[config.mk]
export PLATFORM = sky130hd
export DESIGN_NAME = repeating_alarm_table_unit
export DESIGN_NICKNAME = d
export VERILOG_FILES = /design/src/rtl/core/rat_pkg.sv /design/src/rtl/core/rat_ram.sv /design/src/rtl/core/rat_ctrl.sv /design/src/rtl/core/rat_dp.sv /design/src/rtl/core/repeating_alarm_table_unit.sv
export SDC_FILE = /design/constraint.sdc
export NUM_CORES = 2
export LEC_CHECK = 0
export ABC_AREA = 1
export BUFFER_PORTS_ARGS = -buffer_cell sky130_fd_sc_hd__clkbuf_2
export CAP_MARGIN = 20
export CORE_MARGIN = 3
export CORE_UTILIZATION = 60
export CTS_CLUSTER_SIZE = 8
export DETAILED_ROUTE_END_ITERATION = 10
export PLACE_DENSITY = 0.77
export SETUP_SLACK_MARGIN = 0.15
export SKIP_LAST_GASP = 1
export SYNTH_ARGS = -nofsm -noshare
export SYNTH_HDL_FRONTEND = slang
export SYNTH_SLANG_ARGS = --single-unit
[constraint.sdc]
create_clock -name clk -period 27.2 [get_ports clk]
set_input_delay 8.16 -clock clk [delete_from_list [all_inputs] [get_ports clk]]
set_output_delay 8.16 -clock clk [all_outputs]
set_load 0.01 [all_outputs]
[src/rtl/core/rat_pkg.sv]
// Shared types and constants for the repeating alarm table.
// Used by the controller, the datapath and the top level.
`default_nettype none
package rat_pkg;

  localparam int TimeW = 40;
  localparam logic [TimeW-1:0] TimeMax = {TimeW{1'b1}};
  localparam int StepW = 20;
  localparam logic [StepW-1:0] DaySeconds  = 20'd86400;
  localparam logic [StepW-1:0] WeekSeconds = 20'd604800;

  // Reciprocals floor(2^40 / interval) for the remainder unit.
  localparam int RecW = 24;
  localparam logic [RecW-1:0] DayRecip  = 24'd12725829;
  localparam logic [RecW-1:0] WeekRecip = 24'd1817975;

  // Action codes.
  localparam logic [1:0] ActClear   = 2'd0;
  localparam logic [1:0] ActWrite   = 2'd1;
  localparam logic [1:0] ActService = 2'd2;

  // Repeat codes.
  localparam logic [1:0] RepOnce   = 2'd0;
  localparam logic [1:0] RepDaily  = 2'd1;
  localparam logic [1:0] RepWeekly = 2'd2;

  // Controller to datapath commands.
  typedef struct packed {
    logic load_in;
    logic apply;
    logic scan_start;
    logic div_start;
    logic div_step;
    logic emit_fire;
    logic upd;
    logic idx_inc;
    logic emit_sum;
  } rat_cmd_t;

  // Datapath to controller status.
  typedef struct packed {
    logic hit;
    logic once;
    logic div_done;
    logic last_idx;
    logic out_free;
  } rat_status_t;

  // Repeat interval in seconds; zero for a once entry.
  function automatic logic [StepW-1:0] interval_of(input logic [1:0] rep);
    logic [StepW-1:0] s;
    s = '0;
    if (rep == RepDaily) s = DaySeconds;
    else if (rep == RepWeekly) s = WeekSeconds;
    return s;
  endfunction

  // Reciprocal of the repeat interval; zero for a once entry.
  function automatic logic [RecW-1:0] recip_of(input logic [1:0] rep);
    logic [RecW-1:0] m;
    m = '0;
    if (rep == RepDaily) m = DayRecip;
    else if (rep == RepWeekly) m = WeekRecip;
    return m;
  endfunction

endpackage
`default_nettype wire

[src/rtl/core/rat_ram.sv]
// Generic single write port RAM with a registered read port.
// No dependencies.
`default_nettype none
module rat_ram #(
  parameter int WIDTH = 8,
  parameter int DEPTH = 16
) (
  input  wire logic                             clk,
  input  wire logic                             we,
  input  wire logic [$clog2(DEPTH > 1 ? DEPTH : 2)-1:0] waddr,
  input  wire logic [WIDTH-1:0]                 wdata,
  input  wire logic [$clog2(DEPTH > 1 ? DEPTH : 2)-1:0] raddr,
  output logic      [WIDTH-1:0]                 rdata
);

  logic [WIDTH-1:0] mem [DEPTH];

  // Write and registered read.
  always_ff @(posedge clk) begin
    if (we) begin
      mem[waddr] <= wdata;
    end
    rdata <= mem[raddr];
  end

endmodule
`default_nettype wire

[src/rtl/core/rat_ctrl.sv]
// Controller state machine of the alarm table: sequences apply, scan,
// fire reports, remainder iterations and the summary. Uses rat_pkg.
`default_nettype none
module rat_ctrl (
  input  wire logic                 clk,
  input  wire logic                 rst_n,
  input  wire logic                 in_valid,
  output logic                      in_stall,
  input  wire rat_pkg::rat_status_t sts,
  output rat_pkg::rat_cmd_t         cmd
);
  import rat_pkg::*;

  typedef enum logic [3:0] {
    S_IDLE, S_APPLY, S_RD, S_CHK, S_EMIT, S_DIV, S_UPD, S_SUM
  } state_t;

  state_t state_r, state_nxt;

  assign in_stall = (state_r != S_IDLE);

  // Next state and commands.
  always_comb begin
    state_nxt = state_r;
    cmd = '0;
    unique case (state_r)
      S_IDLE: begin
        if (in_valid) begin
          cmd.load_in = 1'b1;
          state_nxt = S_APPLY;
        end
      end
      S_APPLY: begin
        cmd.apply = 1'b1;
        cmd.scan_start = 1'b1;
        state_nxt = S_RD;
      end
      S_RD: state_nxt = S_CHK;
      S_CHK: begin
        if (sts.hit) begin
          cmd.div_start = 1'b1;
          state_nxt = S_EMIT;
        end else begin
          state_nxt = S_UPD;
        end
      end
      S_EMIT: begin
        if (sts.out_free) begin
          cmd.emit_fire = 1'b1;
          state_nxt = sts.once ? S_UPD : S_DIV;
        end
      end
      S_DIV: begin
        if (sts.div_done) begin
          state_nxt = S_UPD;
        end else begin
          cmd.div_step = 1'b1;
        end
      end
      S_UPD: begin
        cmd.upd = 1'b1;
        if (sts.last_idx) begin
          state_nxt = S_SUM;
        end else begin
          cmd.idx_inc = 1'b1;
          state_nxt = S_RD;
        end
      end
      S_SUM: begin
        if (sts.out_free) begin
          cmd.emit_sum = 1'b1;
          state_nxt = S_IDLE;
        end
      end
      default: state_nxt = S_IDLE;
    endcase
  end

  // State register.
  always_ff @(posedge clk) begin
    if (!rst_n) begin
      state_r <= S_IDLE;
    end else begin
      state_r <= state_nxt;
    end
  end

endmodule
`default_nettype wire

[src/rtl/core/rat_dp.sv]
// Datapath of the alarm table: slot RAM, valid bits, reciprocal-multiply
// remainder unit, earliest-due tracking and the output register. Uses rat_pkg, rat_ram.
`default_nettype none
module rat_dp #(
  parameter int SLOTS = 16
) (
  input  wire logic                      clk,
  input  wire logic                      rst_n,
  input  wire rat_pkg::rat_cmd_t         cmd,
  output rat_pkg::rat_status_t           sts,
  input  wire logic [1:0]                in_action,
  input  wire logic [3:0]                in_slot,
  input  wire logic                      in_is_timer,
  input  wire logic [1:0]                in_repeat_mode,
  input  wire logic [rat_pkg::TimeW-1:0] in_due_time,
  input  wire logic [rat_pkg::TimeW-1:0] in_now_time,
  output logic                           out_valid,
  input  wire logic                      out_stall,
  output logic                           out_kind,
  output logic [3:0]                     out_fired_slot,
  output logic                           out_fired_is_timer,
  output logic [1:0]                     out_fired_repeat,
  output logic [rat_pkg::TimeW-1:0]      out_fired_due,
  output logic [rat_pkg::TimeW-1:0]      out_next_due,
  output logic [4:0]                     out_fired_count,
  output logic                           out_last
);
  import rat_pkg::*;

  localparam int AW = $clog2(SLOTS > 1 ? SLOTS : 2);
  localparam int RW = TimeW + 3;
  localparam int HalfW = TimeW / 2;
  localparam int MulW = HalfW + RecW;
  localparam int AccW = MulW + 1;

  // Latched input item.
  logic [1:0]       act_r;
  logic [3:0]       slot_r;
  logic             tmr_r;
  logic [1:0]       rep_r;
  logic [TimeW-1:0] due_r;
  logic [TimeW-1:0] now_r;

  always_ff @(posedge clk) begin
    if (cmd.load_in) begin
      act_r  <= in_action;
      slot_r <= in_slot;
      tmr_r  <= in_is_timer;
      rep_r  <= (in_repeat_mode == 2'd3) ? RepOnce : in_repeat_mode;
      due_r  <= in_due_time;
      now_r  <= in_now_time;
    end
  end

  // Slot storage.
  logic [AW-1:0]    idx_r;
  logic [SLOTS-1:0] valid_r;
  logic             ram_we;
  logic [AW-1:0]    ram_waddr;
  logic [RW-1:0]    ram_wdata;
  logic [RW-1:0]    ram_rdata;
  logic             wr_ok;

  assign wr_ok = (act_r == ActWrite) && (32'(slot_r) < 32'(SLOTS));

  rat_ram #(.WIDTH(RW), .DEPTH(SLOTS)) u_ram (
    .clk   (clk),
    .we    (ram_we),
    .waddr (ram_waddr),
    .wdata (ram_wdata),
    .raddr (idx_r),
    .rdata (ram_rdata)
  );

  // Current entry fields.
  logic             cur_v;
  logic             cur_tmr;
  logic [1:0]       cur_rep;
  logic [TimeW-1:0] cur_due;
  logic [StepW-1:0] cur_step;
  logic [RecW-1:0]  cur_recip;

  assign cur_v     = valid_r[idx_r];
  assign cur_tmr   = ram_rdata[RW-1];
  assign cur_rep   = ram_rdata[RW-2:RW-3];
  assign cur_due   = ram_rdata[TimeW-1:0];
  assign cur_step  = interval_of(cur_rep);
  assign cur_recip = recip_of(cur_rep);

  // Remainder of (now - due) by the interval in four steps: the quotient
  // estimate floor(diff * recip / 2^40) from two half products, the low
  // bits of quotient times interval, then one correcting subtraction.
  logic [TimeW-1:0]   diff_r;
  logic [AccW-1:0]    acc_r;
  logic [StepW:0]     qs_r;
  logic [StepW-1:0]   rem_r;
  logic [2:0]         dcnt_r;
  logic [HalfW-1:0]   mul_a;
  logic [MulW-1:0]    mul_p;
  logic [2*StepW:0]   qs_p;
  logic [StepW:0]     rem_raw;
  logic [StepW:0]     rem_cor;

  assign mul_a   = (dcnt_r == 3'd4) ? diff_r[HalfW-1:0] : diff_r[TimeW-1:HalfW];
  assign mul_p   = {{RecW{1'b0}}, mul_a} * {{HalfW{1'b0}}, cur_recip};
  assign qs_p    = {{StepW{1'b0}}, acc_r[HalfW+StepW:HalfW]}
                 * {{(StepW+1){1'b0}}, cur_step};
  assign rem_raw = diff_r[StepW:0] - qs_r;
  assign rem_cor = rem_raw - {1'b0, cur_step};

  always_ff @(posedge clk) begin
    if (cmd.div_start) begin
      diff_r <= now_r - cur_due;
      dcnt_r <= 3'd4;
    end else if (cmd.div_step) begin
      dcnt_r <= dcnt_r - 3'd1;
      case (dcnt_r)
        3'd4: acc_r <= {1'b0, mul_p};
        3'd3: acc_r <= {1'b0, mul_p} + {{HalfW{1'b0}}, acc_r[AccW-1:HalfW]};
        3'd2: qs_r  <= qs_p[StepW:0];
        3'd1: rem_r <= (rem_raw >= {1'b0, cur_step}) ? rem_cor[StepW-1:0]
                                                     : rem_raw[StepW-1:0];
        default: ;
      endcase
    end
  end

  // Advanced due time: now - rem + step, saturated.
  logic [TimeW:0]   adv_sum;
  logic [TimeW-1:0] adv_due;

  assign adv_sum = {1'b0, now_r} - {{(TimeW + 1 - StepW){1'b0}}, rem_r}
                 + {{(TimeW + 1 - StepW){1'b0}}, cur_step};
  assign adv_due = adv_sum[TimeW] ? TimeMax : adv_sum[TimeW-1:0];

  // Hit test and final state of the current slot.
  logic             hit;
  logic             once;
  logic             fin_ok;
  logic [TimeW-1:0] fin_due;

  assign hit = (act_r == ActService) && cur_v && (cur_due != '0) && (cur_due <= now_r);
  assign once = (cur_step == '0);
  assign fin_ok  = cur_v && !(hit && once);
  assign fin_due = hit ? adv_due : cur_due;

  // RAM write port: item write on apply, advanced due on update.
  always_comb begin
    ram_we    = 1'b0;
    ram_waddr = idx_r;
    ram_wdata = {cur_tmr, cur_rep, adv_due};
    if (cmd.apply) begin
      ram_we    = wr_ok;
      ram_waddr = AW'(slot_r);
      ram_wdata = {tmr_r, rep_r, due_r};
    end else if (cmd.upd) begin
      ram_we = hit && !once;
    end
  end

  // Valid bits, scan index, earliest due and fired count.
  logic [TimeW-1:0] min_r;
  logic [4:0]       fcnt_r;

  always_ff @(posedge clk) begin
    if (!rst_n) begin
      valid_r <= '0;
    end else if (cmd.apply) begin
      if (act_r == ActClear) begin
        valid_r <= '0;
      end else if (wr_ok) begin
        valid_r[AW'(slot_r)] <= 1'b1;
      end
    end else if (cmd.upd && hit && once) begin
      valid_r[idx_r] <= 1'b0;
    end
  end

  always_ff @(posedge clk) begin
    if (cmd.scan_start) begin
      idx_r  <= '0;
      min_r  <= '0;
      fcnt_r <= '0;
    end else begin
      if (cmd.idx_inc) begin
        idx_r <= idx_r + 1'b1;
      end
      if (cmd.upd && fin_ok && (fin_due != '0) &&
          ((min_r == '0) || (fin_due < min_r))) begin
        min_r <= fin_due;
      end
      if (cmd.emit_fire) begin
        fcnt_r <= fcnt_r + 1'b1;
      end
    end
  end

  // Output register.
  logic out_valid_r;

  always_ff @(posedge clk) begin
    if (!rst_n) begin
      out_valid_r <= 1'b0;
    end else if (cmd.emit_fire || cmd.emit_sum) begin
      out_valid_r <= 1'b1;
    end else if (!out_stall) begin
      out_valid_r <= 1'b0;
    end
  end

  always_ff @(posedge clk) begin
    if (cmd.emit_fire) begin
      out_kind           <= 1'b0;
      out_fired_slot     <= 4'(idx_r);
      out_fired_is_timer <= cur_tmr;
      out_fired_repeat   <= cur_rep;
      out_fired_due      <= cur_due;
      out_next_due       <= '0;
      out_fired_count    <= '0;
      out_last           <= 1'b0;
    end else if (cmd.emit_sum) begin
      out_kind           <= 1'b1;
      out_fired_slot     <= '0;
      out_fired_is_timer <= 1'b0;
      out_fired_repeat   <= '0;
      out_fired_due      <= '0;
      out_next_due       <= min_r;
      out_fired_count    <= fcnt_r;
      out_last           <= 1'b1;
    end
  end

  assign out_valid = out_valid_r;

  // Status to the controller.
  assign sts.hit      = hit;
  assign sts.once     = once;
  assign sts.div_done = (dcnt_r == '0);
  assign sts.last_idx = (idx_r == AW'(SLOTS - 1));
  assign sts.out_free = !out_valid_r || !out_stall;

endmodule
`default_nettype wire

[src/rtl/core/repeating_alarm_table_unit.sv]
// Top level of the repeating alarm table: controller plus datapath.
// Depends on rat_pkg, rat_ctrl, rat_dp (and rat_ram below it).
//
// Usage: one item on the in_ channel is a clear, write or service action.
// The block takes one item at a time; in_stall is high from acceptance
// until the closing summary has been loaded into the output register.
// Every action scans all SLOTS slots in turn, each through a read, a
// check and an update state behind the slot RAM's registered read.
// On a service action each slot that fires adds a report and, for a
// daily or weekly slot, a reciprocal-multiply remainder pass that sets
// its next due time.
// Fired reports come out in ascending slot order, each with last low,
// followed by one summary with last high.
// The out_ channel holds one registered result; while out_stall is high
// the result holds and the scan waits before loading the next one.
// Reset (rst_n low, synchronous) empties every slot and drops out_valid.
`default_nettype none
module repeating_alarm_table_unit #(
  parameter int SLOTS = 16
) (
  input  wire logic                      clk,
  input  wire logic                      rst_n,
  input  wire logic                      in_valid,
  output logic                           in_stall,
  input  wire logic [1:0]                in_action,
  input  wire logic [3:0]                in_slot,
  input  wire logic                      in_is_timer,
  input  wire logic [1:0]                in_repeat_mode,
  input  wire logic [rat_pkg::TimeW-1:0] in_due_time,
  input  wire logic [rat_pkg::TimeW-1:0] in_now_time,
  output logic                           out_valid,
  input  wire logic                      out_stall,
  output logic                           out_kind,
  output logic [3:0]                     out_fired_slot,
  output logic                           out_fired_is_timer,
  output logic [1:0]                     out_fired_repeat,
  output logic [rat_pkg::TimeW-1:0]      out_fired_due,
  output logic [rat_pkg::TimeW-1:0]      out_next_due,
  output logic [4:0]                     out_fired_count,
  output logic                           out_last
);
  import rat_pkg::*;

  rat_cmd_t    cmd;
  rat_status_t sts;

  // Sequencer.
  rat_ctrl u_ctrl (
    .clk      (clk),
    .rst_n    (rst_n),
    .in_valid (in_valid),
    .in_stall (in_stall),
    .sts      (sts),
    .cmd      (cmd)
  );

  // Storage and arithmetic.
  rat_dp #(.SLOTS(SLOTS)) u_dp (
    .clk                (clk),
    .rst_n              (rst_n),
    .cmd                (cmd),
    .sts                (sts),
    .in_action          (in_action),
    .in_slot            (in_slot),
    .in_is_timer        (in_is_timer),
    .in_repeat_mode     (in_repeat_mode),
    .in_due_time        (in_due_time),
    .in_now_time        (in_now_time),
    .out_valid          (out_valid),
    .out_stall          (out_stall),
    .out_kind           (out_kind),
    .out_fired_slot     (out_fired_slot),
    .out_fired_is_timer (out_fired_is_timer),
    .out_fired_repeat   (out_fired_repeat),
    .out_fired_due      (out_fired_due),
    .out_next_due       (out_next_due),
    .out_fired_count    (out_fired_count),
    .out_last           (out_last)
  );

endmodule
`default_nettype wire

Word level (Yosys, flattened, before mapping)
Memory sizes are Yosys's and may differ from the RTL's. A register that Yosys moved wholly into a read port is not among the register bits.
Index checks and enable logic that the tools add are counted.
{ "op_classes": {"addsub": 9, "n_mul": 2, "n_div": 0, "order_cmp": 7, "eq_ne": 23, "n_shift": 0, "muxes": 55, "bitwise": 4, "reduce_logical": 36} }
{ "ops": {"columns": ["cell", "n"], "rows": [
  ["$mux 40", 4],
  ["$pmux 45 s2", 1],
  ["$mux 20", 4],
  ["$reduce_bool 40->1", 2],
  ["$mux 16", 4],
  ["$add 44x25->45", 1],
  ["$mul 20x24->44", 1],
  ["$mux 43", 1],
  ["$add 41x20->41", 1],
  ["$sub 40x20->41", 1],
  ["$le 40x40->1", 1],
  ["$logic_not 40->1", 1],
  ["$lt 40x40->1", 1],
  ["$sub 40x40->40", 1],
  ["$pmux 4 s8", 1],
  ["$mux 4", 7],
  ["$mux 24", 1],
  ["$ge 21x20->1", 1],
  ["$mul 21x20->21", 1],
  ["$mux 1", 21],
  ["$mux 21", 1],
  ["$sub 21x21->21", 1],
  ["$logic_not 20->1", 1],
  ["$sub 20x20->20", 1],
  ["36 further kinds", 76]
]} }
{ "word_totals": {"ff_bits": 381, "latchBits": 0, "ram_bits": 688, "romBits": 0, "out_inout_bits": 96, "elab_cells": 161, "memories": 1} }
{ "memory_table": {"columns": ["name", "depth", "word_bits", "read_ports", "rd_clocked_by_memory_dff", "write_ports", "line", "rtl"], "rows": [
  ["u_dp.u_ram.mem", 16, 43, 1, 1, 1, "rat_ram.sv:16", "logic [WIDTH-1:0] mem [DEPTH];"]
]} }

Logic depth before layout (Yosys ltp)
{ "logic_depth": {"ltp_word": 11, "depth_mapped": 48} }

Hierarchy
From an unflattened synthesis, not the netlist that was laid out.
{ "unflattened": {"cells_unflattened": 7552, "area_unflattened_um2": 68012.7} }
{ "by_module_without_submodules": {"columns": ["mod", "instances", "cells_each", "area_each_um2", "seq_area_each_um2"], "rows": [
  ["rat_dp", 1, 4657, 37398.4, 9359.0],
  ["rat_ram", 1, 2838, 30265.3, 21520.6],
  ["rat_ctrl", 1, 57, 349.1, 60.1]
]} }

Worst setup path before layout
No wires, ideal clock.
{ "synth_timing": {"path_kind": "input port to flip-flop", "start": "in in_valid", "end": "reg u_dp.act_r[0] (enable)", "setup_time_ns": 0.537, "arrival_ns": 11.892, "t_required_ns": 26.663, "setup_slack_ns": 14.770, "stages": 2, "n_path_buf": 0, "cell_sequence": "inv_1 nor2_1"} }
{ "synth_lines": {"columns": ["element", "line", "rtl"], "rows": [
  ["start: declaration", "repeating_alarm_table_unit.sv:23", "input wire logic in_valid,"],
  ["end signal: assignment", "rat_dp.sv:46", "act_r <= in_action;"],
  ["end: declaration", "rat_dp.sv:37", "logic [1:0] act_r;"]
]} }

Worst setup path in the final report
{ "layout_timing": {"start": "reg u_dp.u_ram.rdata[40] (read register of u_dp.u_ram.mem)", "end": "reg u_dp.acc_r[37] (data pin)"} }
{ "layout_between": {"elab_chain_cells": 6, "elab_cells_between_ends": 7, "cone_classes": "add/sub: 1; mul: 1; eq/ne: 2; mux: 3"} }
{ "layout_rtl": {"columns": ["element", "line", "rtl"], "rows": [
  ["start: declaration", "rat_ram.sv:13", "output logic [WIDTH-1:0] rdata"],
  ["$eq 2x2->1", "rat_pkg.sv:63", "else if (rep == RepWeekly) m = WeekRecip;"],
  ["$mux 21", "rat_pkg.sv:63", null],
  ["$mux 24 *", "rat_pkg.sv:62", "if (rep == RepDaily) m = DayRecip;"],
  ["$mul 20x24->44 *", "rat_dp.sv:105", "assign mul_p = {{RecW{1'b0}}, mul_a} * {{HalfW{1'b0}}, cur_recip};"],
  ["$add 44x25->45", "rat_dp.sv:119", "3'd3: acc_r <= {1'b0, mul_p} + {{HalfW{1'b0}}, acc_r[AccW-1:HalfW]};"],
  ["$pmux 45 s2 *", "rat_dp.sv:117", "case (dcnt_r)"],
  ["end signal: assignment", "rat_dp.sv:118", "3'd4: acc_r <= {1'b0, mul_p};"],
  ["end signal: assignment", "rat_dp.sv:119", null],
  ["end: declaration", "rat_dp.sv:94", "logic [AccW-1:0] acc_r;"]
]} }
Every way passes the cells marked *; elsewhere a longest branch is shown, timed or not.
A chain may end at the register's enable or synchronous reset.

==> out/results.txt <==
outcome: finished, final reports clean
Mapped Nets: 7480
Yosys Warn Count: 0
largest net degree at the start of global routing: 240
DR vias/cell: 5.96
Fillers: 8055
VDD IR-drop max: 0.268 mV
f_max: 97.4 MHz
TritonCTS clock tree: built
total detailed-routing wirelength: 197000 microns
most common cell after layout, fill and taps aside: nand2_1
Syn Inst Count: 6618
GRT overflow: 0
post-CTS setup buffers: 0
Async SR Flop Fraction: 0
clock skew: 0.0569 ns
die area: 112000 sq um
setup violators final: 0
synth top area cells: edfxtp_1 (43%), fa_1 (9.7%), ha_1 (8.9%)
number of H-tree levels: 4
I/O Buffers: 188
first-pass GRT wire length: 291000 microns
LEAKAGE: 30.9 nW
Hold/Removal Path Class: reg -> reg
Final Hold Violating Endpoints: 0
DRC: 0
total number of vias: 49614
worst-margin pin slew: 1.14 ns
period utilization: 0.378
number of enable flip-flop cells after synthesis: 923
Hold WS: 0.466 ns
Num Clock Sinks: 1084
slowest stage delay, CP: 0.76 ns
Clk pin slew, worst setup/hold paths: 0.05 ns
worst path required time: 27.69 ns
crit path launch type: register
crit path time final: 10.27 ns
sequential fraction of the synthesis area: 0.479
top_reg_cell synth: edfxtp_1
TritonRoute pass-1 iters: 6
FF+latch count, synth: 1084
Die Ht: 334 microns
number of placement rows: 119
PD cells: 110 nW/um^2
relative slew slack: 0.236
top cell type's share of synthesized area: 0.429
IO Count: 189
cts hold-fix bufs: 0
most frequent cells in the layout: nand2_1 (1015), inv_1 (1005), edfxtp_1 (923), nor2_1 (815), o21ai_0 (517)
max-cap check violation count: 0
Avg Cell Area, Syn: 9.76 sq um
critical path class: reg -> reg
vias in the first global route: 47871
fraction of layout cells with a size suffix above 1: 0.0738
Max Buffers Root-to-Sink: 3
Final Slew Violations: 0
antenna violations before repair: 7
DR iter-0 viols: 5863
cts bufs inserted: 154
initial core utilization: 0.609
root buffer cell: clkbuf_16
Data arrival, critical path: 10.76 ns
Worst R2R Setup Slack: 16.93 ns
largest area contributor in the netlist: edfxtp_1
hpwl dp: 138000 microns
slowest CP cell: ha_1
RSZ-0062 raised after global routing: false
DR WL/cell: 23.6 microns
crit-path max FO: 18
Die Span X: 334 microns
Distinct cells, synth: 58
antenna-violating nets left: 0
CTS resizes: 0
Core Region: 106000 sq um
Critical Path Sink Type: register
Synth Cell Area: 64600 sq um
Final nets: 7682
setup TNS: 0 ns
GRT Total Usage: 0.349
clock latency on the worst-skew pair: 0.78 ns
area added between synthesis and finish: 11.1%
RePlAce Congestion: 1.02
==> metrics by stage <==
stage	power (W)	utilization	setup slack (ns)	area [sq um]	cells
after detailed placement	0.00604	0.632	16.65	67000	8034
after CTS	0.00785	0.675	17.03	71600	8303
final	0.00788	0.677	16.93	71700	8326
after global placement	0.00598	0.631	16.65	66900	8030
after floorplan	0.00501	-	14.77	64600	6618
after global routing	0.00846	0.677	16.32	71700	8324
==> where the power goes <==
group | internal [W] | switching, W
Clock | 0.00108 | 0.000734
Sequential | 0.00202 | 0.0000372
Combinational | 0.00145 | 0.00257
Total | 0.00455 | 0.00334
==> cells in the mapped netlist (all sizes together), types with 2 or more instances <==
cell type	count
dfxtp	161
nand3b	7
xor2	107
nand4	106
a211oi	10
nor2	837
mux2i	6
nor4	16
nor3	21
o311ai	4
xnor2	62
ha	457
inv	1011
buf	50
o21a	6
a21o	14
nand2	1020
a311oi	7
o221ai	9
nand3	150
o22ai	177
clkbuf	180
o21bai	22
or2	5
o211ai	7
nor3b	3
a21boi	9
edfxtp	923
o21ai	535
a31oi	60
a221oi	2
a21oi	296
mux2	11
o31ai	3
fa	312
==> critical path, delay by kind of cell, from the launching register on <==
kind | cells | cell delay [ns]
DFF | 1 | 0.31
buffers and inverters | 7 | 1.06
adders and majority gates | 10 | 5.01
and+or+nand+nor | 11 | 2.44
xor gates and xnor gates | 3 | 0.57
AOI/OAI and AO/OA | 4 | 0.62
==> logic make-up after synthesis <==
logic type	after synthesis	share of synthesized area
flip-flops	1084	0.479
AO/OA/AOI/OAI	1170	0.100
multiplexers	17	0.00285
AND/OR/NAND/NOR	2168	0.136
adder cells (fa/ha/maj)	769	0.185
XOR/XNOR	169	0.0229
buffers and inverters	1241	0.0740
==> cell type report <==
class	instances	area (sq um)	area share
Clock buffer	252	4230	0.0590
Multi-Input combinational cell	4293	29000	0.404
Tap cell	1391	1740	0.0243
Clock inverter	17	365	0.00509
Antenna cell	2	5.00	0.0000698
Sequential cell	1084	30900	0.431
Inverter	1011	3800	0.0530
Timing Repair Buffer	276	1620	0.0226
==> routing by layer <==
metal	GRT usage	vias to the layer above	wire length, microns
li1	-	22591	-
met1	0.456	23706	73500
met2	0.557	2763	91400
met3	0.0702	546	20900
met4	0.178	8	11000
met5	0	-	45
==> state kept, by name, indices dropped and copies added (netlist names), 5 cells and up <==
name	cells
u_dp.acc_r	25
u_dp.out_next_due	40
u_dp.out_fired_count	5
u_dp.now_r	40
u_dp.valid_r	16
u_dp.diff_r	40
u_dp.rem_r	20
u_dp.due_r	40
u_dp.u_ram.rdata	43
u_dp.qs_r	14
u_dp.min_r	40
u_dp.out_fired_due	40
u_dp.u_ram.mem	688
u_dp.fcnt_r	5
==> path summary, 6_finish.rpt <==
path / from / to / depth (start not counted)
worst min-delay path: u_dp.valid_r[11]$_SDFFE_PN0P_ / u_dp.valid_r[11]$_SDFFE_PN0P_ / 2
worst min register to register: u_dp.valid_r[11]$_SDFFE_PN0P_ / u_dp.valid_r[11]$_SDFFE_PN0P_ / 2
worst max-delay path: u_dp.u_ram.rdata[40]$_DFF_P_ / u_dp.acc_r[37]$_DFFE_PP_ / 35
worst max register to register: u_dp.u_ram.rdata[40]$_DFF_P_ / u_dp.acc_r[37]$_DFFE_PP_ / 35
(Power assumes the default switching activity.)
